File: src/crpr_pkg.sv
`timescale 1ns / 1ps
// ----------------------------------------------------------------------------
// crpr_pkg : shared types and constants of the cosmic ray pixel rejector
// Register map, configuration and control structs, command codes.
// ----------------------------------------------------------------------------
package crpr_pkg;

    // Configuration port geometry
    localparam int unsigned CFG_ADDR_BITS = 5;
    localparam int unsigned CFG_DATA_BITS = 32;

    // Fixed field widths of the registers
    localparam int unsigned WIDTH_BITS  = 12;
    localparam int unsigned HEIGHT_BITS = 16;
    localparam int unsigned ROW_BITS    = 17;  // input row runs to height + 1 while draining
    localparam int unsigned THR_BITS    = 32;
    localparam int unsigned NEIGH_BITS  = 4;

    // Register reset values
    localparam logic [WIDTH_BITS-1:0]  IMAGE_WIDTH_RST  = 12'd2048;
    localparam logic [HEIGHT_BITS-1:0] IMAGE_HEIGHT_RST = 16'd2048;
    localparam logic [THR_BITS-1:0]    CENTRE_THR_RST   = 32'h0000_0000;
    localparam logic [THR_BITS-1:0]    SURROUND_THR_RST = 32'h0000_0000;
    localparam logic [NEIGH_BITS-1:0]  MIN_GOOD_RST     = 4'd4;
    localparam logic [THR_BITS-1:0]    MAGIC_RST        = 32'h8000_0000;

    // Input command codes
    localparam logic CMD_PIXEL = 1'b0;
    localparam logic CMD_FLUSH = 1'b1;

    // Register indexes (byte address = 4 * index)
    typedef enum logic [2:0] {
        REG_IMAGE_WIDTH   = 3'd0,
        REG_IMAGE_HEIGHT  = 3'd1,
        REG_CENTRE_THR    = 3'd2,
        REG_SURROUND_THR  = 3'd3,
        REG_MIN_GOOD      = 3'd4,
        REG_MAGIC_VALUE   = 3'd5
    } t_reg_idx;

    typedef struct packed {
        logic [WIDTH_BITS-1:0]      image_width;
        logic [HEIGHT_BITS-1:0]     image_height;
        logic signed [THR_BITS-1:0] centre_threshold;
        logic signed [THR_BITS-1:0] surround_threshold;
        logic [NEIGH_BITS-1:0]      min_good_neighbours;
        logic signed [THR_BITS-1:0] magic_value;
    } t_cfg;

    // Per-item control that travels with a pixel down the pipeline
    typedef struct packed {
        logic flush;      // no new bottom pixel, line stores untouched
        logic emit;       // this item releases a judged pixel
        logic col_lo_ok;  // left neighbour column lies in the image
        logic col_hi_ok;  // right neighbour column lies in the image
        logic row_lo_ok;  // upper neighbour row lies in the image
        logic row_hi_ok;  // lower neighbour row lies in the image
        logic last;       // judged pixel is the final one of the image
    } t_ctrl;

endpackage

File: src/crpr_cfg_regs.sv
`timescale 1ns / 1ps
// ----------------------------------------------------------------------------
// crpr_cfg_regs : configuration register file
// APB-style write and read of the six configuration registers.
// ----------------------------------------------------------------------------
module crpr_cfg_regs (
    input  logic                                  i_clk,
    input  logic                                  i_rst_n,
    input  logic                                  psel,
    input  logic                                  penable,
    input  logic                                  pwrite,
    input  logic [crpr_pkg::CFG_ADDR_BITS-1:0]    paddr,
    input  logic [crpr_pkg::CFG_DATA_BITS-1:0]    pwdata,
    output logic [crpr_pkg::CFG_DATA_BITS-1:0]    prdata,
    output logic                                  pready,
    output crpr_pkg::t_cfg                        o_cfg
);

    crpr_pkg::t_cfg   r_cfg;
    crpr_pkg::t_reg_idx w_idx;
    logic             w_wr;

    assign pready = 1'b1;
    assign w_idx  = crpr_pkg::t_reg_idx'(paddr[4:2]);
    assign w_wr   = psel && penable && pwrite && pready;
    assign o_cfg  = r_cfg;

    always_ff @(posedge i_clk) begin
        if (!i_rst_n) begin
            r_cfg.image_width         <= crpr_pkg::IMAGE_WIDTH_RST;
            r_cfg.image_height        <= crpr_pkg::IMAGE_HEIGHT_RST;
            r_cfg.centre_threshold    <= crpr_pkg::CENTRE_THR_RST;
            r_cfg.surround_threshold  <= crpr_pkg::SURROUND_THR_RST;
            r_cfg.min_good_neighbours <= crpr_pkg::MIN_GOOD_RST;
            r_cfg.magic_value         <= crpr_pkg::MAGIC_RST;
        end else if (w_wr) begin
            unique case (w_idx)
                crpr_pkg::REG_IMAGE_WIDTH:  r_cfg.image_width <=
                    pwdata[crpr_pkg::WIDTH_BITS-1:0];
                crpr_pkg::REG_IMAGE_HEIGHT: r_cfg.image_height <=
                    pwdata[crpr_pkg::HEIGHT_BITS-1:0];
                crpr_pkg::REG_CENTRE_THR:   r_cfg.centre_threshold <=
                    pwdata[crpr_pkg::THR_BITS-1:0];
                crpr_pkg::REG_SURROUND_THR: r_cfg.surround_threshold <=
                    pwdata[crpr_pkg::THR_BITS-1:0];
                crpr_pkg::REG_MIN_GOOD:     r_cfg.min_good_neighbours <=
                    pwdata[crpr_pkg::NEIGH_BITS-1:0];
                crpr_pkg::REG_MAGIC_VALUE:  r_cfg.magic_value <=
                    pwdata[crpr_pkg::THR_BITS-1:0];
                default: ;  // drop writes beyond the map
            endcase
        end
    end

    always_comb begin
        unique case (w_idx)
            crpr_pkg::REG_IMAGE_WIDTH:  prdata = 32'(r_cfg.image_width);
            crpr_pkg::REG_IMAGE_HEIGHT: prdata = 32'(r_cfg.image_height);
            crpr_pkg::REG_CENTRE_THR:   prdata = 32'(unsigned'(r_cfg.centre_threshold));
            crpr_pkg::REG_SURROUND_THR: prdata = 32'(unsigned'(r_cfg.surround_threshold));
            crpr_pkg::REG_MIN_GOOD:     prdata = 32'(r_cfg.min_good_neighbours);
            crpr_pkg::REG_MAGIC_VALUE:  prdata = 32'(unsigned'(r_cfg.magic_value));
            default:                    prdata = '0;
        endcase
    end

endmodule

File: config.mk
export PLATFORM = sky130hd
export DESIGN_NAME = crpr_cfg_regs
export DESIGN_NICKNAME = d
export VERILOG_FILES = /design/src/crpr_pkg.sv /design/src/crpr_cfg_regs.sv
export SDC_FILE = /design/constraint.sdc
export NUM_CORES = 1
export LEC_CHECK = 0
export BUFFER_PORTS_ARGS = -buffer_cell sky130_fd_sc_hd__buf_2
export CAP_MARGIN = 5
export CORE_UTILIZATION = 40
export DETAILED_ROUTE_END_ITERATION = 7
export PLACE_DENSITY = 0.69
export SETUP_SLACK_MARGIN = 0.3
export SLEW_MARGIN = 20
export SYNTH_ARGS = -nofsm -noshare
export SYNTH_HDL_FRONTEND = slang
export SYNTH_SLANG_ARGS = --single-unit
File: constraint.sdc
create_clock -name i_clk -period 1 [get_ports i_clk]
set_input_delay 0.1 -clock i_clk [delete_from_list [all_inputs] [get_ports i_clk]]
set_output_delay 0.1 -clock i_clk [all_outputs]
set_load 0.02 [all_outputs]
Word level (Yosys, flattened, before mapping):

Index checks and enable logic that the tools add are counted.

* flip-flop bits (word level): 128
* output and inout port bits: 161

* equality and inequality tests: 5
* muxes and demuxes: 1
* reduce and logical (&&, ||, !) cells: 9

Operators by type and width (number)
* case mux 32 bit (6 select lines): 1
* AND reduction 2 bit: 6
* == test 3 x 2 -> 1 bit (second input constant): 2
* == test 3 bit (second input constant): 2
* == test 3 x 1 -> 1 bit (second input constant): 1
* zero test 3 bit: 1
* logical AND 1 bit: 2

Logic depth before layout (Yosys ltp):

* word-level depth: 3
* depth in mapped cells: 6
* depth with buffers taken out: 3

Worst setup path after synthesis:

No wires, ideal clock.

* path type: register -> output
* start: reg r_cfg, in the netlist o_cfg[112]
* end: out prdata[12] in the netlist's numbering
* arrival time: 1165 ps
* required time: 900 ps
* path slack: -265 ps
* cell stages (with the launch flop): 4
* buffers on the path: 0
* cell sequence: dfxtp_1 -> mux2_2 -> a22oi_1 -> o21ai_0

* cells in the longest elaborated chain, start to end: 1

Ends and longest elaborated chain
* start: declaration: line crpr_cfg_regs.sv:19 `crpr_pkg::t_cfg r_cfg;`
* case mux 32 bit (6 select lines): line crpr_cfg_regs.sv:56 `unique case (w_idx)`
* end: declaration: line crpr_cfg_regs.sv:14 `output logic [crpr_pkg::CFG_DATA_BITS-1:0] prdata,`

Every way passes these cells.

Final worst setup path:

* start: reg r_cfg, in the netlist o_cfg[42]
* end: out prdata[6] in the netlist's numbering

Same word-level chain as after synthesis.

==> qor.txt <==
vias in the first global route: 6153
placed insts: 1014
max-slew violations: 0
Hold EP: o_cfg[34]
die area: 15000 um^2
Hold Fails Final Rpt: 1
die height: 122 um
prevailing post-synth register cell: dfxtp_1
VDD IR-drop max: 1160 uV
routed vias: 6419
P_leak: 4.77 nW
max reg flops: 128
DR pass1 iterations: 5
Seq cells post-synth: 128
port bufs: 199
required time worst endpoint: 900 ps
total CTS buffers: 17
failing checks: hold timing, setup timing
Final #Nets: 1017
crit path kind: reg -> out
Tot GR Track Use: 0.297
TritonCTS clock tree: yes
setup ws final: -552 ps
clock transition at the registers of the reported paths: 60 ps
CTS root buf: clkbuf_16
Gate Count Post-Synth: 602
Worst Min Path Start: pwdata[2]
status: complete, but fails checks
Antenna Nets Post-Route: 0
number of synthesized flops with an enable pin: 0
clock buffer depth: 2
share of cells above drive strength 1: 0.638
Residual DRC: 0
total core area: 14000 um^2
global-route wire length before repair: 33.2 mm
YS warnings: 0
io pins: 203
worst hold path depth: 3
Layout Cells excl Fill: 1168
R2R cell count: 6
Hold WS: -14.2 ps
clk_skew: 0 ps
initial drt markers: 447
clk_lat worst skew: 420 ps
min Tclk post-route: 1550 ps
Overflow after GRT: 0
GPL Wtd Cong: 0.879
RSZ-0062 raised after global routing: true
Final period util: 1.55
largest net degree at the start of global routing: 37
syn_area_per_cell: 9.64 um^2
Area growth, synth to finish: 99.0%
Max-Cap Viols: 0
Starting Density: 0.413
initial antenna violation count: 0
# diodes: 0
clock sinks: 128
syn_nets: 644
Via density: 5.50
H-tree depth: 4
R2R setup slack: 0 ps
ys async rst share: 0
cts hold-fix bufs: 16
worst-path maximum fanout: 2
pwr dens: 1090 nW/um^2
Post-Syn Area: 5810 um^2
Die W: 122 um
CP endpoint kind: primary output
Worst Hold Class: in -> reg
worst path arrival time: 1450 ps
Worst R2R End: o_cfg[54]
Fmax achieved: 644 MHz
row cnt: 43
final wirelength: 26.6 mm
Setup violations, final: 143
crit path launch type: flop
setup TNS: -18910 ps
dpl hpwl: 12.9 mm
Synth cell types: 29
worst r2r src: o_cfg[54]
fillers: 721
mean routed wirelength per cell: 22.7 um
sequential share of the synthesized area: 0.441
==> repair_timing <==
item,in CTS,in global routing
endpoints found under the setup margin,288,288
hold endpoints to repair,47,2
gates cloned,2,10
gates resized for setup,511,129
pin swaps,23,17
buffers inserted,39,55
==> cells by family (layout without fill, tap and decap cells) <==
logic type      Yosys count  count (layout)  synth area share
flops                   128             128             0.441
mux                     174             174             0.301
compound gates           50              50            0.0539
buf+inv                  51             435            0.0541
simple gates            198             200             0.149
other cells               1               1          0.000646
==> report_power, final <==
part	switching [mW]	total (mW)	internal, mW
combinational	0.728	1.40	0.669
clock	2.37	6.08	3.71
sequential	0.0431	5.12	5.07
==> per-layer routing <==
| metal | routed length, um | part of all wire | track usage | vias to the layer above |
|---|---|---|---|---|
| met5 | 0 | 0 | 0 | - |
| met4 | 924 | 0.035 | 0.0983 | 0 |
| met3 | 2290 | 0.086 | 0.0850 | 75 |
| met2 | 13500 | 0.51 | 0.536 | 389 |
| met1 | 9870 | 0.37 | 0.332 | 3138 |
| li1 | - | - | - | 2817 |
==> critical path, cell delays in order (launching register included) <==
cell and delay [ps]:
dfxtp_2 340, mux2i_2 190, o22ai_1 170, a21o_1 210, buf_6 130
==> worst max-delay path by stage <==
stage | start | to
after floorplan | paddr[2] | o_cfg[69]
after global placement | paddr[3] | prdata[7]
after detailed placement | paddr[3] | prdata[7]
after CTS | o_cfg[49] | prdata[13]
after global routing | o_cfg[42] | prdata[6]
final | o_cfg[42] | prdata[6]
==> Yosys cell counts, types with 4 or more instances <==
library cell	count	area, um^2
mux2i_1	170	1700
clkbuf_1	19	71.3
mux2_2	4	45.0
o22a_1	5	43.8
buf_2	11	55.1
o21ai_0	28	140
buf_6	13	146
nand2_1	179	672
dfxtp_1	128	2560
inv_1	5	18.8
a22oi_1	4	30.0
a21o_1	4	30.0
o22ai_1	4	25.0
==> cell usage in the layout, fill, tap and decap left out, drive strengths merged, types with 5 or more instances in the layout <==
| cell type | count |
|---|---|
| nor2 | 6 |
| nand2 | 179 |
| dlygate4sd3 | 15 |
| o21ai | 28 |
| buf | 374 |
| clkbuf | 29 |
| o22a | 5 |
| inv | 5 |
| clkinv | 5 |
| mux2i | 170 |
| dfxtp | 128 |
==> area by class of cell <==
class                           count  area [um^2]  area share
Timing Repair Buffer              398         4450       0.385
Sequential cell                   128         2790       0.242
Tap cell                          180          225      0.0195
Clock inverter                     11          115     0.00996
Multi-Input combinational cell    425         3500       0.303
Inverter                            5         18.8     0.00162
Clock buffer                       21          450      0.0390
==> stage by stage <==
step,worst slack [ps],total power [mW],instance area [um^2],utilization
after floorplan,-60.2,5.86,6200,-
after global placement,-316,6.23,7880,0.561
after detailed placement,-342,6.26,7880,0.561
after CTS,-478,12.3,10400,0.743
after global routing,-574,12.9,11600,0.823
final,-552,12.6,11600,0.823
Power figures use the tool's default switching activity.
