<file path="config.mk">
export PLATFORM = sky130hd
export DESIGN_NAME = crpr_seq
export DESIGN_NICKNAME = d
export VERILOG_FILES = /design/src/crpr_pkg.sv /design/src/crpr_seq.sv
export SDC_FILE = /design/constraint.sdc
export NUM_CORES = 1
export LEC_CHECK = 0
export CAP_MARGIN = 20
export CORE_MARGIN = 2
export CORE_UTILIZATION = 45
export DETAILED_ROUTE_END_ITERATION = 6
export DONT_BUFFER_PORTS = 1
export PLACE_DENSITY_LB_ADDON = 0.2
export SLEW_MARGIN = 15
export SYNTH_ARGS = -nofsm -noshare
export SYNTH_HDL_FRONTEND = slang
export SYNTH_SLANG_ARGS = --single-unit
</file>
<file path="constraint.sdc">
create_clock -name i_clk -period 4.12 [get_ports i_clk]
set_input_delay 0.412 -clock i_clk [delete_from_list [all_inputs] [get_ports i_clk]]
set_output_delay 0.412 -clock i_clk [all_outputs]
set_load 0.1 [all_outputs]
</file>
<file path="src/crpr_pkg.sv">
`timescale 1ns / 1ps
// ----------------------------------------------------------------------------
// crpr_pkg : shared types and constants of the cosmic ray pixel rejector
// Register map, configuration and control structs, command codes.
// ----------------------------------------------------------------------------
package crpr_pkg;

    // Configuration port geometry
    localparam int unsigned CFG_ADDR_BITS = 5;
    localparam int unsigned CFG_DATA_BITS = 32;

    // Fixed field widths of the registers
    localparam int unsigned WIDTH_BITS  = 12;
    localparam int unsigned HEIGHT_BITS = 16;
    localparam int unsigned ROW_BITS    = 17;  // input row runs to height + 1 while draining
    localparam int unsigned THR_BITS    = 32;
    localparam int unsigned NEIGH_BITS  = 4;

    // Register reset values
    localparam logic [WIDTH_BITS-1:0]  IMAGE_WIDTH_RST  = 12'd2048;
    localparam logic [HEIGHT_BITS-1:0] IMAGE_HEIGHT_RST = 16'd2048;
    localparam logic [THR_BITS-1:0]    CENTRE_THR_RST   = 32'h0000_0000;
    localparam logic [THR_BITS-1:0]    SURROUND_THR_RST = 32'h0000_0000;
    localparam logic [NEIGH_BITS-1:0]  MIN_GOOD_RST     = 4'd4;
    localparam logic [THR_BITS-1:0]    MAGIC_RST        = 32'h8000_0000;

    // Input command codes
    localparam logic CMD_PIXEL = 1'b0;
    localparam logic CMD_FLUSH = 1'b1;

    // Register indexes (byte address = 4 * index)
    typedef enum logic [2:0] {
        REG_IMAGE_WIDTH   = 3'd0,
        REG_IMAGE_HEIGHT  = 3'd1,
        REG_CENTRE_THR    = 3'd2,
        REG_SURROUND_THR  = 3'd3,
        REG_MIN_GOOD      = 3'd4,
        REG_MAGIC_VALUE   = 3'd5
    } t_reg_idx;

    typedef struct packed {
        logic [WIDTH_BITS-1:0]      image_width;
        logic [HEIGHT_BITS-1:0]     image_height;
        logic signed [THR_BITS-1:0] centre_threshold;
        logic signed [THR_BITS-1:0] surround_threshold;
        logic [NEIGH_BITS-1:0]      min_good_neighbours;
        logic signed [THR_BITS-1:0] magic_value;
    } t_cfg;

    // Per-item control that travels with a pixel down the pipeline
    typedef struct packed {
        logic flush;      // no new bottom pixel, line stores untouched
        logic emit;       // this item releases a judged pixel
        logic col_lo_ok;  // left neighbour column lies in the image
        logic col_hi_ok;  // right neighbour column lies in the image
        logic row_lo_ok;  // upper neighbour row lies in the image
        logic row_hi_ok;  // lower neighbour row lies in the image
        logic last;       // judged pixel is the final one of the image
    } t_ctrl;

endpackage

</file>
<file path="src/crpr_seq.sv">
`timescale 1ns / 1ps
// ----------------------------------------------------------------------------
// crpr_seq : raster position sequencer
// Tracks input and output positions, qualifies each transfer and builds
// the control word that travels with it.
// ----------------------------------------------------------------------------
module crpr_seq #(
    parameter int MAX_WIDTH = 2048
) (
    input  logic                          i_clk,
    input  logic                          i_rst_n,
    input  crpr_pkg::t_cfg                i_cfg,
    input  logic                          i_accept,
    input  logic                          i_command,
    output logic                          o_active,
    output crpr_pkg::t_ctrl               o_ctrl,
    output logic [$clog2(MAX_WIDTH)-1:0]  o_idx
);

    localparam int CW = $clog2(MAX_WIDTH);
    localparam int WW = CW + 1;
    localparam int RB = crpr_pkg::ROW_BITS;
    localparam int HB = crpr_pkg::HEIGHT_BITS;

    logic [CW-1:0] r_in_col;
    logic [RB-1:0] r_in_row;
    logic [CW-1:0] r_out_col;
    logic [HB-1:0] r_out_row;

    logic [WW-1:0] w_eff_w;
    logic [HB-1:0] w_eff_h;
    logic [RB-1:0] w_h_ext;
    logic [WW-1:0] w_col_inc;
    logic [WW-1:0] w_ocol_inc;
    logic [RB-1:0] w_orow_inc;
    logic          w_col_wrap;
    logic          w_ocol_wrap;
    logic          w_orow_last;
    logic          w_emit;
    logic          w_last;
    logic          w_flush;

    always_comb begin
        if (i_cfg.image_width == '0) begin
            w_eff_w = WW'(1);
        end else if (32'(i_cfg.image_width) > 32'(MAX_WIDTH)) begin
            w_eff_w = WW'(MAX_WIDTH);
        end else begin
            w_eff_w = WW'(i_cfg.image_width);
        end
    end

    assign w_eff_h     = (i_cfg.image_height == '0) ? HB'(1) : i_cfg.image_height;
    assign w_h_ext     = RB'(w_eff_h);
    assign w_flush     = (i_command == crpr_pkg::CMD_FLUSH);

    assign w_col_inc   = WW'(r_in_col) + WW'(1);
    assign w_col_wrap  = (w_col_inc >= w_eff_w);
    assign w_ocol_inc  = WW'(r_out_col) + WW'(1);
    assign w_ocol_wrap = (w_ocol_inc >= w_eff_w);
    assign w_orow_inc  = RB'(r_out_row) + RB'(1);
    assign w_orow_last = (w_orow_inc >= w_h_ext);

    // Pixels count only while rows remain, flushes only once all rows are in
    assign o_active = w_flush ? (r_in_row >= w_h_ext) : (r_in_row < w_h_ext);

    assign w_emit = (r_in_row >= RB'(2)) || ((r_in_row == RB'(1)) && (r_in_col != '0));
    assign w_last = w_orow_last && w_ocol_wrap;

    assign o_idx            = r_in_col;
    assign o_ctrl.flush     = w_flush;
    assign o_ctrl.emit      = w_emit;
    assign o_ctrl.col_lo_ok = (r_out_col != '0);
    assign o_ctrl.col_hi_ok = !w_ocol_wrap;
    assign o_ctrl.row_lo_ok = (r_out_row != '0);
    assign o_ctrl.row_hi_ok = !w_orow_last;
    assign o_ctrl.last      = w_last;

    always_ff @(posedge i_clk) begin
        if (!i_rst_n) begin
            r_in_col  <= '0;
            r_in_row  <= '0;
            r_out_col <= '0;
            r_out_row <= '0;
        end else if (i_accept && o_active) begin
            if (w_emit && w_last) begin
                // end of image: start the next one from the top
                r_in_col  <= '0;
                r_in_row  <= '0;
                r_out_col <= '0;
                r_out_row <= '0;
            end else begin
                if (w_col_wrap) begin
                    r_in_col <= '0;
                    r_in_row <= r_in_row + RB'(1);
                end else begin
                    r_in_col <= w_col_inc[CW-1:0];
                end
                if (w_emit) begin
                    if (w_ocol_wrap) begin
                        r_out_col <= '0;
                        r_out_row <= w_orow_inc[HB-1:0];
                    end else begin
                        r_out_col <= w_ocol_inc[CW-1:0];
                    end
                end
            end
        end
    end

endmodule

</file>
Yosys cells after proc, flatten, opt, wreduce, memory -nomap -nowiden
Index checks and enable logic that the tools add are counted.
{ "classes": {"add_sub_neg": 4, "magnitude_cmp": 7, "n_eq_ne": 1, "mux": 14, "reduce_logical": 18} }
{ "op_table": {"columns": ["op", "count"], "rows": [
  ["$mux 16", 4],
  ["$mux 11", 5],
  ["$ge 17x16->1", 2],
  ["$mux 17", 2],
  ["$add 11x1->12 const B", 2],
  ["$ge 12x12->1", 2],
  ["$mux 12", 2],
  ["$reduce_bool 11->1", 2],
  ["$add 16x1->17 const B", 1],
  ["$add 17x1->17 const B", 1],
  ["$eq 17x1->1 const B", 1],
  ["$ge 17x2->1 const B", 1],
  ["$lt 17x16->1", 1],
  ["$logic_not 16->1", 1],
  ["$reduce_bool 16->1", 1],
  ["$gt 12x12->1 const B", 1],
  ["$logic_not 12->1", 1],
  ["$reduce_bool 2->1", 3],
  ["$logic_and 1x1->1", 4],
  ["$reduce_and 2->1", 2],
  ["$reduce_and 3->1", 1],
  ["$logic_not 1->1", 2],
  ["$logic_or 1x1->1", 1],
  ["$mux 1", 1]
]} }
{ "word_totals": {"regBits": 55, "inputBits": 132} }

Longest topological paths before layout
{ "logic_depth": {"word_depth": 8, "mapped_depth": 16} }

Worst setup path after synthesis
Ideal clock, no wire load.
{ "synth_timing": {"path_kind": "reg2reg", "startpoint": "register r_out_row[2]", "endpoint": "register r_in_row[9]", "arrival_time_ns": 3.896, "setup_slack_ns": 0.087, "path_stages_with_launch": 16, "path_buffers": 1, "period_less_slack_ns": 4.033, "cell_sequence": "dfxtp_1 -> nand3_1 -> nor3_1 -> nand2_1 -> nor2_1 -> xnor2_1 -> ha_1 -> nand3_1 -> nor4_1 -> o31ai_1 -> o211ai_1 -> inv_1 -> a2111o_1 -> buf_6 -> o211ai_2 -> mux2i_1"} }
{ "synth_via": {"elab_chain_len": 6, "elab_cells_between_ends": 7, "classes_between": "add/sub (1); order compare (1); mux (1); reduce/logical (4)"} }
{ "synth_lines": {"columns": ["item", "line_no", "source"], "rows": [
  ["start: declaration", "crpr_seq.sv:28", "logic [HB-1:0] r_out_row;"],
  ["start signal: assignment", "crpr_seq.sv:102", "r_out_row <= w_orow_inc[HB-1:0];"],
  ["$add 16x1->17 (*)", "crpr_seq.sv:61", "assign w_orow_inc = RB'(r_out_row) + RB'(1);"],
  ["$ge 17x16->1 (*)", "crpr_seq.sv:62", "assign w_orow_last = (w_orow_inc >= w_h_ext);"],
  ["$logic_and 1x1->1 (*)", "crpr_seq.sv:68", "assign w_last = w_orow_last && w_ocol_wrap;"],
  ["$logic_and 1x1->1 (*)", "crpr_seq.sv:86", "if (w_emit && w_last) begin"],
  ["$reduce_bool 2->1 (no source line)", null, null],
  ["$reduce_and 2->1 (no source line)", null, null],
  ["end signal: assignment", "crpr_seq.sv:95", "r_in_row <= r_in_row + RB'(1);"],
  ["end: declaration", "crpr_seq.sv:26", "logic [RB-1:0] r_in_row;"]
]} }
Mark *: on every way between the ends. The rest lies on a longest branch, timed or not.
A chain may end at the register's enable or synchronous reset.

==> key figures <==
Run status
  • Status: finished clean

Clocking
  • Sink Count: 55
  • Buffer type at the clock tree root: clkbuf_16
  • Max Root-Sink Buffers: 2
  • Clk_lat worst skew: 0.31 ns
  • Total CTS buffers: 5
  • Hold-fix buffers, CTS: 0
  • CTS tree: done
  • Htree depth: 2
  • Reg clk slew, reported paths: 0.07 ns

Place
  • Cell Area, Placed: 5485 um2
  • Post-DP HPWL: 10690 um
  • Port bufs: 0
  • Routability cong.: 0.9159
  • Dpl ws: 0.01856 ns

Setup path
  • Cell family with most CP delay: simple AND/OR/NAND/NOR gates
  • Crit Path Category: register to output port
  • Worst Path Buf+Inv: 2
  • Crit-path cells: and3_1 -> and3_1 -> nand3_1 -> nor2_1 -> xor2_1 -> ha_1 -> a21o_1 -> a21oi_1 -> and2_1 -> a21boi_0 -> inv_1 -> buf_6
  • Crit path largest cell delay: 0.45 ns
  • Top cell by count, worst path: and3_1
  • Setup crit end kind: output port
  • Critical Path Start Type: register
  • CP arrival: 3.47 ns
  • Crit path max-delay cell type: dfxtp_1
  • Critical Path RT: 3.71 ns
  • Worst-path fanout max: 7

Routing
  • Drt pass-1 iters: 5
  • Final ANT Viol Nets: 0
  • Detailed-route DRC error count: 0
  • Drt wl/cell: 18.50 um
  • Drt total wl: 14560 um
  • Detailed-route via count: 5101
  • Initial DRC Count: 257
  • Via density per instance: 6.482

Yosys
  • Register area share after synthesis: 21.03%
  • Post-Syn Area per Cell: 8.142 um2
  • Syn Nets: 838
  • Area contributors post-synth: dfxtp_1 21%, ha_1 15%, nand2_1 3.5%
  • Mapped Cells: 643
  • Cell with the most instances after synthesis: ha_1
  • Top cells by count, synth: 63 x ha_1, 55 x dfxtp_1, 49 x nand2_1, 43 x inv_1, 32 x a21oi_1
  • Ys async rst share: 0%
  • Yosys cell types: 66
  • Post-synth top area share: 21.03%
  • Register bit total from synthesis: 55
  • Post-Synthesis Cell Area: 5235 um2
  • YS warnings: 0
  • Primary FF master, synth: dfxtp_1
  • Post-synth EDFFs: 0
  • Area leader, netlist: dfxtp_1

Die
  • # IOs: 151
  • Die X: 111.9 um
  • Full die area: 12510 um2
  • Die height: 111.9 um
  • Core outline area: 11370 um2
  • Row count: 39
  • Initial Utilization: 46.04%

Layout
  • Area Growth Syn to Fin: 9.106%
  • Fraction of layout cells with a size suffix above 1: 11.49%
  • Final instance area: 5712 um2
  • Layout Nets: 838
  • Antenna diodes: 0

Power and ir drop
  • Leakage: 2.279 nW
  • Max VDD drop: 0.1782 mV
  • Power per Cell Area: 212.5 nW/um2

Timing
  • RSZ-0062 raised after global routing: no
  • Max-slew violations: 0
  • Final worst path period need: 3.887 ns
  • Worst-Margin Slew: 0.8879 ns
  • Relative slew slack: 40.74%
  • Part of the cycle the worst path needs: 94.34%
  • Setup violations, final: 0
  • Fin. Hold Viols: 0
  • Final worst setup slack: 0.2331 ns
  • TNS Setup: 0 ns
  • Clk_skew: 0.004730 ns
  • Max Fclk: 257.3 MHz

Global routing
  • First-pass GRT wire length: 24300 um
  • Largest net degree at the start of global routing: 51
  • Vias in the first global route: 4811
  • Overflow after GRT: 0
  • Total GRT Usage: 23.51%
  • Initial antenna violation count: 0

Job
  • Number of max-cap violations: 0

Hold path
  • Hold Crit Class: primary input to register
==> per-stage QoR <==
step	cells	util (%)	hold slack, ns	total power, mW
finish	787	50.24	0.2720	1.214
global route	787	50.24	0.2600	1.258
CTS	785	49.79	0.2403	1.222
detailed placement	777	48.24	0.4906	0.7029
global placement	777	48.24	0.4802	0.6975
floorplan	643	-	0.4624	0.6786
==> where the power goes <==
part | leakage [nW] | switching, mW | internal [mW]
Clock | 0.0868 | 0.218 | 0.303
Combinational | 1.75 | 0.106 | 0.0495
Sequential | 0.443 | 0.00383 | 0.533
Total | 2.28 | 0.328 | 0.886
==> cell usage in the layout (no fill, tap or decap), types with 9 or more instances in the layout <==
cell / n
a21oi_1: 32
ha_1: 63
a211oi_1: 10
nand2_1: 49
mux2i_1: 16
nor2_1: 23
nor3_1: 10
a311o_1: 14
a2111oi_1: 9
inv_1: 42
a41o_1: 9
buf_4: 32
nor4_1: 17
o211ai_2: 10
o21ai_0: 27
xor2_1: 13
and3_1: 13
o211ai_1: 15
nand4_1: 25
dfxtp_1: 55
nand3_1: 27
xnor2_1: 21
==> final timing paths <==
check / start / endpoint / slack, ns / cells after the start
setup reg to reg: r_out_row[0] / r_in_row[11] / 0.36 / 16
setup / recovery: r_out_col[3] / o_ctrl[3] / 0.23 / 12
hold / removal: i_rst_n / r_in_row[6] / 0.27 / 2
hold reg to reg: r_out_row[15] / r_out_row[15] / 0.51 / 2
==> registers in the layout, summed over array words and instances (netlist names) <==
signal and cells:
r_out_col 11, o_idx 11, r_in_row 17, r_out_row 16
==> per-layer routing <==
layer	part of all wire, %	vias up	track usage [%]	wire length, um
met5	0	-	0	0
met4	1.7	0	7.901	246
met3	5.2	15	3.266	761
met2	47	136	38.14	6880
met1	46	2468	32.23	6669
li1	-	2482	-	-
==> cells by family (layout without fill, tap and decap cells) <==
| group | Yosys count | after routing | synth area share [%] |
|---|---|---|---|
| simple gates | 204 | 204 | 20.91 |
| compound gates | 183 | 183 | 26.82 |
| buf+inv | 85 | 86 | 6.812 |
| fa+ha+maj | 66 | 66 | 15.68 |
| flops | 55 | 55 | 21.03 |
| xor+xnor | 34 | 34 | 5.688 |
| mux | 16 | 16 | 3.059 |
==> final cells by class <==
cell class                      instances  area (um2)
Multi-Input combinational cell        503        3805
Timing Repair Buffer                   35       291.5
Tap cell                              143       178.9
Clock inverter                          2       35.03
Sequential cell                        55        1101
Fill cell                            1094        5658
Inverter                               43       161.4
Clock buffer                            6       138.9
==> what timing repair did <==
item                       4_1_cts  5_1_grt
cloned                           0        0
resized for setup                1       12
setup buffers                    0        2
pin swaps                        0        2
setup endpoints to repair        1       24
(Power assumes the default switching activity.)
