`src/crpr_pkg.sv`:
```
`timescale 1ns / 1ps
// ----------------------------------------------------------------------------
// crpr_pkg : shared types and constants of the cosmic ray pixel rejector
// Register map, configuration and control structs, command codes.
// ----------------------------------------------------------------------------
package crpr_pkg;

    // Configuration port geometry
    localparam int unsigned CFG_ADDR_BITS = 5;
    localparam int unsigned CFG_DATA_BITS = 32;

    // Fixed field widths of the registers
    localparam int unsigned WIDTH_BITS  = 12;
    localparam int unsigned HEIGHT_BITS = 16;
    localparam int unsigned ROW_BITS    = 17;  // input row runs to height + 1 while draining
    localparam int unsigned THR_BITS    = 32;
    localparam int unsigned NEIGH_BITS  = 4;

    // Register reset values
    localparam logic [WIDTH_BITS-1:0]  IMAGE_WIDTH_RST  = 12'd2048;
    localparam logic [HEIGHT_BITS-1:0] IMAGE_HEIGHT_RST = 16'd2048;
    localparam logic [THR_BITS-1:0]    CENTRE_THR_RST   = 32'h0000_0000;
    localparam logic [THR_BITS-1:0]    SURROUND_THR_RST = 32'h0000_0000;
    localparam logic [NEIGH_BITS-1:0]  MIN_GOOD_RST     = 4'd4;
    localparam logic [THR_BITS-1:0]    MAGIC_RST        = 32'h8000_0000;

    // Input command codes
    localparam logic CMD_PIXEL = 1'b0;
    localparam logic CMD_FLUSH = 1'b1;

    // Register indexes (byte address = 4 * index)
    typedef enum logic [2:0] {
        REG_IMAGE_WIDTH   = 3'd0,
        REG_IMAGE_HEIGHT  = 3'd1,
        REG_CENTRE_THR    = 3'd2,
        REG_SURROUND_THR  = 3'd3,
        REG_MIN_GOOD      = 3'd4,
        REG_MAGIC_VALUE   = 3'd5
    } t_reg_idx;

    typedef struct packed {
        logic [WIDTH_BITS-1:0]      image_width;
        logic [HEIGHT_BITS-1:0]     image_height;
        logic signed [THR_BITS-1:0] centre_threshold;
        logic signed [THR_BITS-1:0] surround_threshold;
        logic [NEIGH_BITS-1:0]      min_good_neighbours;
        logic signed [THR_BITS-1:0] magic_value;
    } t_cfg;

    // Per-item control that travels with a pixel down the pipeline
    typedef struct packed {
        logic flush;      // no new bottom pixel, line stores untouched
        logic emit;       // this item releases a judged pixel
        logic col_lo_ok;  // left neighbour column lies in the image
        logic col_hi_ok;  // right neighbour column lies in the image
        logic row_lo_ok;  // upper neighbour row lies in the image
        logic row_hi_ok;  // lower neighbour row lies in the image
        logic last;       // judged pixel is the final one of the image
    } t_ctrl;

endpackage

```
`src/crpr_judge.sv`:
```
`timescale 1ns / 1ps
// ----------------------------------------------------------------------------
// crpr_judge : 3x3 window, cosmic ray decision and output register
// Shifts the window, counts good neighbours and registers the result.
// ----------------------------------------------------------------------------
module crpr_judge #(
    parameter int PIXEL_BITS = 32
) (
    input  logic                          i_clk,
    input  logic                          i_rst_n,
    input  crpr_pkg::t_cfg                i_cfg,
    input  logic                          i_ready,
    input  logic                          i_s1_move,
    input  crpr_pkg::t_ctrl               i_s1_ctrl,
    input  logic signed [PIXEL_BITS-1:0]  i_top,
    input  logic signed [PIXEL_BITS-1:0]  i_mid,
    input  logic signed [PIXEL_BITS-1:0]  i_bot,
    output logic                          o_s2_free,
    output logic                          o_valid,
    output logic signed [PIXEL_BITS-1:0]  o_pixel_out,
    output logic                          o_was_replaced,
    output logic                          o_last_of_image
);

    localparam int CMPW = (PIXEL_BITS > 32) ? PIXEL_BITS : 32;

    logic signed [PIXEL_BITS-1:0] r_win [3][3];
    logic                         r_s2_valid;
    crpr_pkg::t_ctrl              r_s2_ctrl;
    logic                         r_out_valid;
    logic signed [PIXEL_BITS-1:0] r_out_pix;
    logic                         r_out_repl;
    logic                         r_out_last;

    logic                         w_out_free;
    logic signed [CMPW-1:0]       w_magic;
    logic signed [CMPW-1:0]       w_surround;
    logic signed [CMPW-1:0]       w_centre_thr;
    logic signed [CMPW-1:0]       w_centre;
    logic [2:0]                   w_row_ok;
    logic [2:0]                   w_col_ok;
    logic [8:0]                   w_good;
    logic [3:0]                   w_good_cnt;
    logic                         w_cand;
    logic                         w_repl;

    assign w_out_free = !r_out_valid || i_ready;
    assign o_s2_free  = !r_s2_valid || w_out_free;

    assign w_magic      = CMPW'(i_cfg.magic_value);
    assign w_surround   = CMPW'(i_cfg.surround_threshold);
    assign w_centre_thr = CMPW'(i_cfg.centre_threshold);
    assign w_centre     = CMPW'(r_win[1][1]);

    assign w_row_ok = {r_s2_ctrl.row_hi_ok, 1'b1, r_s2_ctrl.row_lo_ok};
    assign w_col_ok = {r_s2_ctrl.col_hi_ok, 1'b1, r_s2_ctrl.col_lo_ok};

    // Good neighbour: inside the image, not blank, below the surround level
    always_comb begin
        logic signed [CMPW-1:0] v;
        for (int r = 0; r < 3; r++) begin
            for (int c = 0; c < 3; c++) begin
                v = CMPW'(r_win[r][c]);
                w_good[r*3+c] = w_row_ok[r] && w_col_ok[c] && !(r == 1 && c == 1)
                                && (v != w_magic) && (v < w_surround);
            end
        end
    end

    assign w_good_cnt = 4'($countones(w_good));
    assign w_cand     = (w_centre != w_magic) && (w_centre >= w_centre_thr);
    assign w_repl     = w_cand && (w_good_cnt >= i_cfg.min_good_neighbours);

    always_ff @(posedge i_clk) begin
        if (!i_rst_n) begin
            for (int r = 0; r < 3; r++) begin
                for (int c = 0; c < 3; c++) begin
                    r_win[r][c] <= '0;
                end
            end
        end else if (i_s1_move) begin
            for (int r = 0; r < 3; r++) begin
                r_win[r][0] <= r_win[r][1];
                r_win[r][1] <= r_win[r][2];
            end
            r_win[0][2] <= i_top;
            r_win[1][2] <= i_mid;
            r_win[2][2] <= i_bot;
        end
    end

    always_ff @(posedge i_clk) begin
        if (!i_rst_n) begin
            r_s2_valid  <= 1'b0;
            r_out_valid <= 1'b0;
        end else begin
            if (o_s2_free) begin
                r_s2_valid <= i_s1_move && i_s1_ctrl.emit;
            end
            if (w_out_free) begin
                r_out_valid <= r_s2_valid;
            end
        end
    end

    always_ff @(posedge i_clk) begin
        if (o_s2_free && i_s1_move) begin
            r_s2_ctrl <= i_s1_ctrl;
        end
        if (w_out_free && r_s2_valid) begin
            r_out_pix  <= w_repl ? PIXEL_BITS'(i_cfg.magic_value) : r_win[1][1];
            r_out_repl <= w_repl;
            r_out_last <= r_s2_ctrl.last;
        end
    end

    assign o_valid         = r_out_valid;
    assign o_pixel_out     = r_out_pix;
    assign o_was_replaced  = r_out_repl;
    assign o_last_of_image = r_out_last;

endmodule

```
`config.mk`:
```
export PLATFORM = sky130hd
export DESIGN_NAME = crpr_judge
export DESIGN_NICKNAME = d
export VERILOG_FILES = /design/src/crpr_pkg.sv /design/src/crpr_judge.sv
export SDC_FILE = /design/constraint.sdc
export NUM_CORES = 1
export LEC_CHECK = 0
export ABC_CLOCK_PERIOD_IN_PS = 8200
export BUFFER_PORTS_ARGS = -buffer_cell sky130_fd_sc_hd__buf_2
export CORE_MARGIN = 10
export CORE_UTILIZATION = 55
export CTS_BUF_LIST = sky130_fd_sc_hd__clkbuf_8
export DETAILED_ROUTE_END_ITERATION = 10
export PLACE_DENSITY = 0.8
export SLEW_MARGIN = 10
export SYNTH_ARGS = -nofsm -noshare
export SYNTH_HDL_FRONTEND = slang
export SYNTH_SLANG_ARGS = --single-unit
```
`constraint.sdc`:
```
create_clock -name i_clk -period 8.2 [get_ports i_clk]
set_input_delay 0.82 -clock i_clk [delete_from_list [all_inputs] [get_ports i_clk]]
set_output_delay 0.82 -clock i_clk [all_outputs]
set_load 0.03 [all_outputs]
```
After elaboration in Yosys (flattened, before gate mapping)
Memory sizes are Yosys's and may differ from the RTL's.
Cells that the tools add are included.
Word-level totals
  bits in registers: 41
  RAM bits: 288
  logic and storage cells: 89
  memories: 1
Memory list
  r_win: words 3, bits a word 96, read ports 3, clocked after Yosys merged registers in 0, write ports 3, line crpr_judge.sv:27  | logic signed [PIXEL_BITS-1:0] r_win [3][3];
Operators by class
  $add $sub $neg: 7
  multiplexer cells: 14
  equal/unequal tests: 9
  order comparisons: 10
  reductions and logical operators: 29
  bitwise logic cells: 9
Operators by type and width (count)
  32-bit 2-to-1 mux: 10
  32-bit != test: 9
  32-bit < comparator: 8
  32-bit >= comparator: 1
  1-bit logical AND: 25
  1-bit bitwise OR: 9
  1-bit by 1-bit adder with 2-bit output: 3
  3-bit by 3-bit adder with 4-bit output: 1
  4-bit by 1-bit adder with 4-bit output: 1
  4-bit >= comparator: 1
  1-bit 2-to-1 mux: 4
  1-bit by 2-bit adder with 3-bit output: 1
  2-bit by 2-bit adder with 3-bit output: 1
  1-bit logical NOT: 2
  1-bit logical OR: 2

Longest topological paths before layout
Gate-level depths: netlist of the first run.
An unclocked memory read counts as a cell.
  depth after elaboration: 11
  mapped depth: 24
  depth with buffers taken out: 24

Least setup slack after synthesis of the first run
OpenSTA, ideal clock, no wires.
  path kind: input -> register
  start point: input port i_s1_move
  end point: memory r_win[0][0] (netlist bit), enable pin
  buffers on the path: 2
  setup time: 0.703 ns
  arrival: 8.251 ns
  stages on the path: 3
  slack: -0.753 ns
  cell sequence: clkbuf_1 -> clkbuf_1 -> nand2b_1
RTL lines
  from (decl): line crpr_judge.sv:13  | input logic i_s1_move,
  to (decl): line crpr_judge.sv:27

Worst setup path after layout of the first run
  start point: input port i_cfg[45] (netlist bit)
  end point: register r_out_pix[22] (netlist: o_pixel_out[22]), data pin
Between the ends
  word-level cells in the longest chain between the ends: 9
  elaborated cells on any way between the ends: 26
RTL lines
  from (decl): line crpr_judge.sv:11  | input crpr_pkg::t_cfg i_cfg,
  32-bit < comparator: line crpr_judge.sv:65  | && (v != w_magic) && (v < w_surround);
  1-bit logical AND: line crpr_judge.sv:65
  1-bit by 1-bit adder with 2-bit output (implied by the code): line crpr_judge.sv:70  | assign w_good_cnt = 4'($countones(w_good));
  2-bit by 2-bit adder with 3-bit output (implied by the code) or 1-bit by 2-bit adder with 3-bit output (tied branches): line crpr_judge.sv:70
  3-bit by 3-bit adder with 4-bit output (implied by the code): line crpr_judge.sv:70
  4-bit by 1-bit adder with 4-bit output (implied by the code) *: line crpr_judge.sv:70
  4-bit >= comparator *: line crpr_judge.sv:72  | assign w_repl = w_cand && (w_good_cnt >= i_cfg.min_good_neighbours);
  1-bit logical AND *: line crpr_judge.sv:72
  32-bit 2-to-1 mux *: line crpr_judge.sv:111  | r_out_pix <= w_repl ? PIXEL_BITS'(i_cfg.magic_value) : r_win[1][1];
  to (signal assigned): line crpr_judge.sv:111
  to (decl): line crpr_judge.sv:31  | logic signed [PIXEL_BITS-1:0] r_out_pix;
Every way passes the cells marked *; elsewhere a longest branch is shown, timed or not.
A chain may end at the register's enable or synchronous reset.

==> impl_results.md, run 1 <==
- Hold buffers post-CTS: 0
- Final Core Density: 0.622
- Cells after synthesis: 1959
- Fill cell count: 3167
- Max Fanout on Critical Path: 19
- Final setup margin: 1010 ps
- Slew headroom: 0.240
- Crit path cell chain: buf_2 > inv_1 > ha_1 > a21oi_1 > nor2_1 > a2111oi_0 > o21ai_0 > a221o_1 > a211oi_1 > mux2i_1 > fa_1 > fa_1 > inv_1 > fa_1 > ha_1 > fa_1 > xor2_1 > ha_1 > a21o_1 > a21oi_1 > a221oi_1 > nand2_4 > buf_4 > mux2_4
- Peak VDD IR: 114 µV
- Total gr overflow: 0
- I/O pins: 271
- Largest net degree at the start of global routing: 161
- Worst skew pair latency: 630 ps
- Sequential fraction of the synthesis area: 0.438
- Die width: 222 µm
- Setup TNS: 0 ps
- Slew Limit Fails: 0
- DR DRC count: 0
- Fmax: 139 MHz
- Synth area leader: edfxtp_1
- Worst setup path startpoint: i_cfg[45]
- Yosys Warn Count: 0
- Net Count, Synth: 2485
- Maxcap violations: 0
- Area share of the largest cell type after synthesis: 0.437
- DR pass1 iterations: 8
- Type of element capturing the critical path: register
- Critical path class: in2reg
- Final hold vios: 0
- Final min period: 7190 ps
- Dpl cell area: 24300 µm²
- Final std cells w/o fill: 2780
- DR vias: 18.3k
- Post-synth EDFFs: 327
- # port buffers: 241
- RSZ-0062 raised after global routing: no
- Critical Path AT: 7550 ps
- Vias/cell: 6.57
- Core ar.: 40600 µm²
- Hold depth: 1
- Post-DP HPWL: 58100 µm
- Pwr dens: 179 nW/µm²
- FP Rows: 74
- Clk slew on worst S/H paths: 60 ps
- Syn_area_per_cell: 11.5 µm²
- Buf/Inv on CP: 4
- First-pass GRT wire length: 115000 µm
- # Post-CTS Setup Buffers: 0
- Die area: 49400 µm²
- Reg2Reg Depth: 22
- Leakage: 0.0122 µW
- Die height: 222 µm
- Starting Density: 0.553
- # setup viols final: 0
- Async set-reset flop share out of synthesis: 0
- Finished Cell Area: 25300 µm²
- R2r setup slk: 1250 ps
- Initial antenna violation count: 2
- WL per Instance: 28.4 µm
- Global placement routability congestion: 1.02
- Slew @ Worst Pin: 1140 ps
- P&R area growth vs syn: 12.5%
- Layout cells sized above 1: 0.184
- R2R Path End: o_pixel_out[22]$_DFFE_PP_
- Setup crit end: o_pixel_out[22]$_DFFE_PP_
- Most common cell in the netlist: edfxtp_1
- Number of global-route vias before repair: 18.3k
- Synth top cells by count: edfxtp_1 (327), and3_1 (289), ha_1 (287)
- Initial DRC Count: 2416
- CP most frequent cell: fa_1
- Total global-route track usage: 0.307
- DP Worst Slack: 578 ps
- Top delay family on crit path: adder cells
- Crit path depth: 24
- CTS tree: done
- Placed insts: 2684
- Clk sinks: 329
- CTS root buf: clkbuf_8
- Detail Route Antenna Nets: 0
- Startpoint types: input port
- Fin crit share: 0.877
- Clock Path Buffers: 3
- Synth area leaders: edfxtp_1 (44%), ha_1 (16%), and3_1 (8.0%)
- Post-cts sizing count: 0
- Final wirelength: 78900 µm
- CTS Buf Count: 52
- H-tree Lvls: 2
- Seq cells post-synth: 329
- Slowest stage delay, CP: 540 ps
- Distinct cell type count after synthesis: 62
- R2R Path Start: r_win[0][73]$_SDFFCE_PN0P_
- Min-Delay Path Class: in2reg
- Required time of the critical path: 8560 ps
- Fin nets: 2732
- Setup Skew: 48.4 ps
- Post-Syn Area: 22500 µm²
- Most used DFF post-synth: edfxtp_1
- Slowest-stage cell, CP: fa_1
- Outcome: complete, no violations
cell families (layout without fill, tap and decap cells):
family                   Yosys count  count (layout)  share of synthesized area
XOR/XNOR                         289             289                      0.113
other                              0               1                          0
adder cells (fa/ha/maj)          291             291                      0.163
multiplexers                      38              38                     0.0239
AO/OA/AOI/OAI                    245             245                     0.0707
buffers and inverters            181             469                     0.0377
AND/OR/NAND/NOR                  586             586                      0.153
flip-flops                       329             329                      0.438
worst register-to-register path: stages, from the launching register on:
cell       delay [ps]
edfxtp_1          420
ha_1              310
a21oi_1           160
nor2_1             50
a2111oi_0         450
o21ai_0           180
a221o_1           340
a211oi_1          320
mux2i_1           290
fa_1              460
fa_1              540
inv_1              50
fa_1              470
ha_1              240
fa_1              390
xor2_1            180
ha_1              290
a21o_1            120
a21oi_1           120
a221oi_1          400
nand2_4           320
buf_4             270
mux2_4            300
registers in the layout (all words and copies together) (netlist names):
register and flops:
r_win 288, o_was_replaced 1, o_pixel_out 32, r_s2_ctrl 5
r_s2_valid 1, o_last_of_image 1, o_valid 1
layout by cell type (no fill, tap or decap), types with 7 or more instances in the layout:
master / synthesis / layout
edfxtp_1: 327 / 327
and3_1: 289 / 289
ha_1: 287 / 287
buf_2: 0 / 239
xor2_1: 161 / 161
xnor2_1: 128 / 128
inv_1: 81 / 91
nand4_1: 86 / 86
a21oi_1: 76 / 76
clkbuf_8: 0 / 52
nand2_1: 51 / 51
nor4_1: 50 / 50
buf_4: 32 / 47
nor2_1: 41 / 41
o21ai_0: 35 / 35
a21o_1: 34 / 34
mux2_4: 31 / 31
a211oi_1: 23 / 23
nand2b_1: 17 / 16
nor3_1: 14 / 14
clkinv_2: 0 / 13
clkinv_1: 0 / 12
a2111oi_0: 11 / 11
o31ai_1: 10 / 10
o21a_1: 9 / 9
o211ai_1: 9 / 9
nor2b_1: 9 / 8
o21ai_1: 7 / 7
nand3_1: 7 / 7
layer usage:
layer,vias up,share of wire,track usage,wire length (µm)
met5,-,0,0,0
met3,322,0.14,0.0928,11200
li1,7887,-,-,-
met2,1397,0.42,0.453,33500
met4,0,0.072,0.197,5640
met1,8650,0.36,0.384,28500
through the flow:
step / hold WS, ps / power (µW)
CTS: 346 / 4490
detailed placement: 418 / 3090
global placement: 402 / 3040
global route: 357 / 4690
floorplan: 400 / 2750
finish: 363 / 4540
report_power, final:
part / switching [µW] / leakage [µW] / internal (µW) / total, µW
Sequential: 138 / 0.00355 / 1990 / 2120
Clock: 702 / 0.000572 / 729 / 1430
Combinational: 571 / 0.00804 / 410 / 981
final cells by class:
cell class,count,area (µm²),area share
clock buffers,52,716,0.0283
repair buffers,292,1630,0.0646
clock inverters,43,314,0.0124
well taps,532,666,0.0263
inverters,82,308,0.0122
multi-input cells,1449,11800,0.466
diodes,1,2.50,0.0000989
flip-flops and latches,329,9860,0.390
how the worst min path moves through the flow:
stage                      startpoint                         to  slack [ps]
6_report                 i_s1_ctrl[0]     r_s2_ctrl[0]$_DFFE_PP_         360
5_1_grt                  i_s1_ctrl[0]     r_s2_ctrl[0]$_DFFE_PP_         360
4_1_cts                  i_s1_ctrl[0]     r_s2_ctrl[0]$_DFFE_PP_         350
3_5_place_dp   r_s2_ctrl[0]$_DFFE_PP_  o_last_of_image$_DFFE_PP_         420
3_3_place_gp   r_s2_ctrl[0]$_DFFE_PP_  o_last_of_image$_DFFE_PP_         400
2_1_floorplan  r_s2_ctrl[0]$_DFFE_PP_  o_last_of_image$_DFFE_PP_         400
No activity file was read; power rests on OpenSTA's default activity.
==> inputs of run 2 (changes only) <==
Settings changed: CELL_PAD_IN_SITES_DETAIL_PLACEMENT set to 1, CELL_PAD_IN_SITES_GLOBAL_PLACEMENT set to 1, CORE_UTILIZATION 55 to 44.
==> impl_results.md, run 2 (same netlist as run 1, synthesis figures left out) <==
- Fin nets: 2742 (was 2732)
- Fill cell count: 5466 (was 3167)
- Initial antenna violation count: 1 (was 2)
- # Post-CTS Setup Buffers: 0 (unchanged)
- Placed insts: 2829 (was 2684)
- Clk slew on worst S/H paths: 70 ps (was 60 ps)
- Fin crit share: 0.865 (was 0.877)
- DR pass1 iterations: 5 (was 8)
- Peak VDD IR: 122 µV (was 114 µV)
- Starting Density: 0.446 (was 0.553)
- Largest register by flop count: r_win (unchanged)
- Maxcap violations: 0 (unchanged)
- Slew @ Worst Pin: 1220 ps (was 1140 ps)
- Most common cell after layout, fill and taps aside: edfxtp_1 (unchanged)
- CP most frequent cell: fa_1 (unchanged)
- CTS root buf: clkbuf_8 (unchanged)
- Core ar.: 50400 µm² (was 40600 µm²)
- Critical path class: in2reg (unchanged)
- Largest net degree at the start of global routing: 174 (was 161)
- Slew Limit Fails: 0 (unchanged)
- DR DRC count: 0 (unchanged)
- H-tree Lvls: 2 (unchanged)
- Max Fanout on Critical Path: 21 (was 19)
- Fmax: 141 MHz (was 139 MHz)
- Post-cts sizing count: 0 (unchanged)
- Clock Path Buffers: 3 (unchanged)
- Total global-route track usage: 0.286 (was 0.307)
- Clk sinks: 329 (unchanged)
- Detail Route Antenna Nets: 0 (unchanged)
- Die area: 60500 µm² (was 49400 µm²)
- Required time of the critical path: 8630 ps (was 8560 ps)
- Startpoint types: input port (unchanged)
- CTS tree: done (unchanged)
- Initial DRC Count: 2072 (was 2416)
- Max FFs per register: 288 (unchanged)
- Setup TNS: 0 ps (unchanged)
- Final std cells w/o fill: 2935 (was 2780)
- Final wirelength: 89100 µm (was 78900 µm)
- Met2 usage: 0.442 (was 0.453)
- Setup Skew: 34.6 ps (was 48.4 ps)
- Final setup margin: 1110 ps (was 1010 ps)
- Total gr overflow: 0 (unchanged)
- Top delay family on crit path: adder cells (unchanged)
- Antenna diodes: 0 (was 1)
- FF+latch area: 9860 µm² (unchanged)
- Outcome: complete, no violations (unchanged)
- Global route hottest layer: met2 (unchanged)
- Final min period: 7090 ps (was 7190 ps)
- Final hold vios: 0 (unchanged)
- DR vias: 18.3k (about the same)
- Leading cell types in the layout, fill and taps excluded: edfxtp_1 (327), and3_1 (289), ha_1 (287) (unchanged)
- I/O pins: 271 (unchanged)
- Leakage: 0.0123 µW (was 0.0122 µW)
- Die width: 246 µm (was 222 µm)
- RSZ-0062 raised after global routing: no (unchanged)
- # setup viols final: 0 (unchanged)
- Pwr dens: 184 nW/µm² (was 179 nW/µm²)
- P&R area growth vs syn: 13.9% (was 12.5%)
- Worst skew pair latency: 690 ps (was 630 ps)
- CTS Buf Count: 57 (was 52)
- # port buffers: 241 (unchanged)
- WL per Instance: 30.4 µm (was 28.4 µm)
- Hold buffers post-CTS: 0 (unchanged)
- Multi-input gate area: 11800 µm² (unchanged)
- Layout cells sized above 1: 0.189 (was 0.184)
- Slowest stage delay, CP: 560 ps (was 540 ps)
- Buf/Inv on CP: 5 (was 4)
- Critical Path AT: 7520 ps (was 7550 ps)
- Global placement routability congestion: 0.968 (was 1.02)
- Met1 Track Usage GR: 0.363 (was 0.384)
- Final Power: 4720 µW (was 4540 µW)
- Slew headroom: 0.184 (was 0.240)
- Number of global-route vias before repair: 19.1k (was 18.3k)
- Slowest-stage cell, CP: fa_1 (unchanged)
- Die height: 246 µm (was 222 µm)
- Min-Delay Path Class: in2reg (unchanged)
- DP Worst Slack: 552 ps (was 578 ps)
- FP Rows: 82 (was 74)
- Vias/cell: 6.24 (was 6.57)
- Post-DP HPWL: 67900 µm (was 58100 µm)
- First-pass GRT wire length: 127000 µm (was 115000 µm)
- Type of element capturing the critical path: register (unchanged)
- Met3 Use GR: 0.0676 (was 0.0928)
## run 2: layout make-up
class | count | area share
Tap cell | 672 | 0.0328
Clock buffer | 61 | 0.0328
Inverter | 82 | 0.0120
Timing Repair Buffer | 297 | 0.0650
Sequential cell | 329 | 0.385
Multi-Input combinational cell | 1449 | 0.460
Clock inverter | 45 | 0.0121
## run 2: worst paths after layout
kind | slack [ps] | endpoint | startpoint | cells past startpoint
max | 1110 | o_pixel_out[0]$_DFFE_PP_ | i_cfg[45] | 25
max reg2reg | 1290 | o_pixel_out[0]$_DFFE_PP_ | r_win[0][83]$_SDFFCE_PN0P_ | 23
min reg2reg | 450 | o_last_of_image$_DFFE_PP_ | r_s2_ctrl[0]$_DFFE_PP_ | 0
min | 320 | r_s2_ctrl[0]$_DFFE_PP_ | i_s1_ctrl[0] | 1
## run 2: layer usage
| layer | vias up | wire, µm |
|---|---|---|
| met5 | - | 10 |
| met4 | 2 | 5660 |
| met3 | 258 | 9400 |
| met2 | 1022 | 39200 |
| met1 | 9116 | 34800 |
| li1 | 7908 | - |
## run 2: power by group
| group | switching (µW) | internal, µW | total [µW] |
|---|---|---|---|
| logic | 591 | 414 | 1010 |
| registers | 151 | 1990 | 2140 |
| clock network | 765 | 817 | 1580 |
| total | 1510 | 3220 | 4720 |
## run 2: per-stage QoR
stage                     hold WS, ps  instance area, µm²  utilization
final                             320               25600        0.508
after global routing              303               25600        0.508
after detailed placement          427               24500        0.486
after floorplan                   400               22500            -
after global placement            404               24500        0.486
after CTS                         293               25600        0.508
==> inputs of run 3 (changes only) <==
Settings changed: PLACE_DENSITY 0.8 to not set, PLACE_DENSITY_LB_ADDON set to 0.1.
==> impl_results.md, run 3 (same netlist as run 1, synthesis figures left out) <==
- First-pass GRT wire length: 130000 µm (was 127000 µm)
- Critical Path AT: 7720 ps (was 7520 ps)
- Final Power: 4740 µW (was 4720 µW)
- Leading cell types in the layout, fill and taps excluded: edfxtp_1 (327), and3_1 (289), ha_1 (287) (unchanged)
- Pwr dens: 184 nW/µm² (about the same)
- Max FFs per register: 288 (unchanged)
- Post-DP HPWL: 70500 µm (was 67900 µm)
- Outcome: complete, no violations (unchanged)
- Die area: 60500 µm² (unchanged)
- Required time of the critical path: 8650 ps (was 8630 ps)
- Fin crit share: 0.886 (was 0.865)
- RSZ-0062 raised after global routing: no (unchanged)
- Peak VDD IR: 137 µV (was 122 µV)
- P&R area growth vs syn: 14.3% (was 13.9%)
- Most common cell after layout, fill and taps aside: edfxtp_1 (unchanged)
- Global placement routability congestion: 0.956 (was 0.968)
- Slew headroom: 0.309 (was 0.184)
- WL per Instance: 31.0 µm (was 30.4 µm)
- Total global-route track usage: 0.296 (was 0.286)
- Setup TNS: 0 ps (unchanged)
- Critical path class: in2reg (unchanged)
- Vias/cell: 6.09 (was 6.24)
- Clk sinks: 329 (unchanged)
- Number of global-route vias before repair: 19.0k (was 19.1k)
- Type of element capturing the critical path: register (unchanged)
- Initial DRC Count: 1683 (was 2072)
- DR DRC count: 0 (unchanged)
- DR pass1 iterations: 5 (unchanged)
- Core ar.: 50400 µm² (unchanged)
- Clock network fraction of design power: 0.337 (was 0.335)
- Die height: 246 µm (unchanged)
- Maxcap violations: 0 (unchanged)
- Leakage: 0.0123 µW (about the same)
- Post-cts sizing count: 0 (unchanged)
- Clock Path Buffers: 3 (unchanged)
- DR vias: 18.0k (was 18.3k)
- CTS tree: done (unchanged)
- Hold buffers post-CTS: 0 (unchanged)
- Clk slew on worst S/H paths: 70 ps (about the same)
- Max Fanout on Critical Path: 31 (was 21)
- Detail Route Antenna Nets: 0 (unchanged)
- # setup viols final: 0 (unchanged)
- Die width: 246 µm (unchanged)
- I/O pins: 271 (unchanged)
- Initial antenna violation count: 1 (unchanged)
- NetSw: 1500 µW (was 1510 µW)
- Reg2Reg Depth: 23 (unchanged)
- Final wirelength: 91400 µm (was 89100 µm)
- Seq pwr share: 0.450 (was 0.452)
- Worst skew pair latency: 690 ps (about the same)
- Largest net degree at the start of global routing: 160 (was 174)
- Starting Density: 0.446 (unchanged)
- Largest register by flop count: r_win (unchanged)
- Internal power: 3240 µW (was 3220 µW)
- Sw Share: 0.317 (was 0.319)
- Fill cell count: 5491 (was 5466)
- Comb pwr share: 0.214 (was 0.213)
- Final min period: 7270 ps (was 7090 ps)
- # Post-CTS Setup Buffers: 0 (unchanged)
- CTS Buf Count: 61 (was 57)
- Min-Delay Path Class: in2reg (unchanged)
- Fin nets: 2753 (was 2742)
- Fmax: 138 MHz (was 141 MHz)
- FP Rows: 82 (unchanged)
- # port buffers: 241 (unchanged)
- Hold depth: 1 (unchanged)
- Slew Limit Fails: 0 (unchanged)
- Final hold vios: 0 (unchanged)
- Setup Skew: 30.3 ps (was 34.6 ps)
- Slew @ Worst Pin: 1040 ps (was 1220 ps)
- Layout cells sized above 1: 0.190 (was 0.189)
- H-tree Lvls: 2 (unchanged)
- Total gr overflow: 0 (unchanged)
- Startpoint types: input port (unchanged)
- CTS root buf: clkbuf_8 (unchanged)
[run 3: cell types whose count changed in the layout (fill, tap and decap cells not counted), sizes merged]
cell / delta
buf: +7
clkinv: +6
clkbuf: +2
inv: -2
clkinvlp: -1
diode: +1
[run 3: metal layers]
metal / vias to the layer above / track usage / part of all wire
met1: 9006 / 0.388 / 0.42
met2: 812 / 0.466 / 0.45
met3: 196 / 0.0530 / 0.078
li1: 7943 / - / -
met5: - / 0 / 0
met4: 0 / 0.146 / 0.051
[run 3: area by class of cell]
type                       instances  area, µm²  area share
multi-input combinational       1449      11800       0.459
sequential                       329       9860       0.384
timing repair buffer             304       1720      0.0668
clock buffer                      63        867      0.0337
tap                              672        841      0.0327
clock inverter                    48        310      0.0121
inverter                          82        308      0.0120
antenna                            1       2.50   0.0000974
[run 3: critical path, cell delays in order]
cell       delay [ps]
buf_2             100
inv_1             400
ha_1              340
a21oi_1           150
nor2_1             50
a2111oi_0         450
o21ai_0           190
a221oi_1          510
o21ai_1           180
mux2i_1           350
fa_1              510
fa_1              560
inv_1              60
fa_1              550
ha_1              210
fa_1              430
ha_1              290
a21o_1            160
a21o_1            170
a21oi_1           330
a221oi_1          140
nand2_4           120
buf_12            260
inv_2              70
mux2_4            290
[run 3: power by group through the flow]
stage / sequential, µW / combinational (µW) / clock [µW]
5_1_grt: 2140 / 1100 / 1690
3_3_place_gp: 2160 / 958 / 0
6_report: 2130 / 1010 / 1600
4_1_cts: 2130 / 1000 / 1620
2_1_floorplan: 2110 / 637 / 0
3_5_place_dp: 2160 / 998 / 0
[run 3: path summary, 6_finish.rpt]
kind,end,start,slack [ps]
hold / removal,r_s2_ctrl[0]$_DFFE_PP_,i_s1_ctrl[0],330
hold reg to reg,o_last_of_image$_DFFE_PP_,r_s2_ctrl[0]$_DFFE_PP_,430
setup / recovery,o_pixel_out[0]$_DFFE_PP_,i_cfg[45],930
setup reg to reg,o_pixel_out[0]$_DFFE_PP_,r_win[0][169]$_SDFFCE_PN0P_,1170
[run 3: through the flow]
step	cell area (µm²)	setup slack (ps)	util	std cells	hold WS, ps
after floorplan	22500	1640	-	1959	400
after global placement	24500	517	0.487	2836	402
after detailed placement	24500	350	0.487	2836	419
after CTS	25700	1040	0.510	2947	300
after global routing	25700	732	0.510	2948	321
final	25700	931	0.510	2948	330
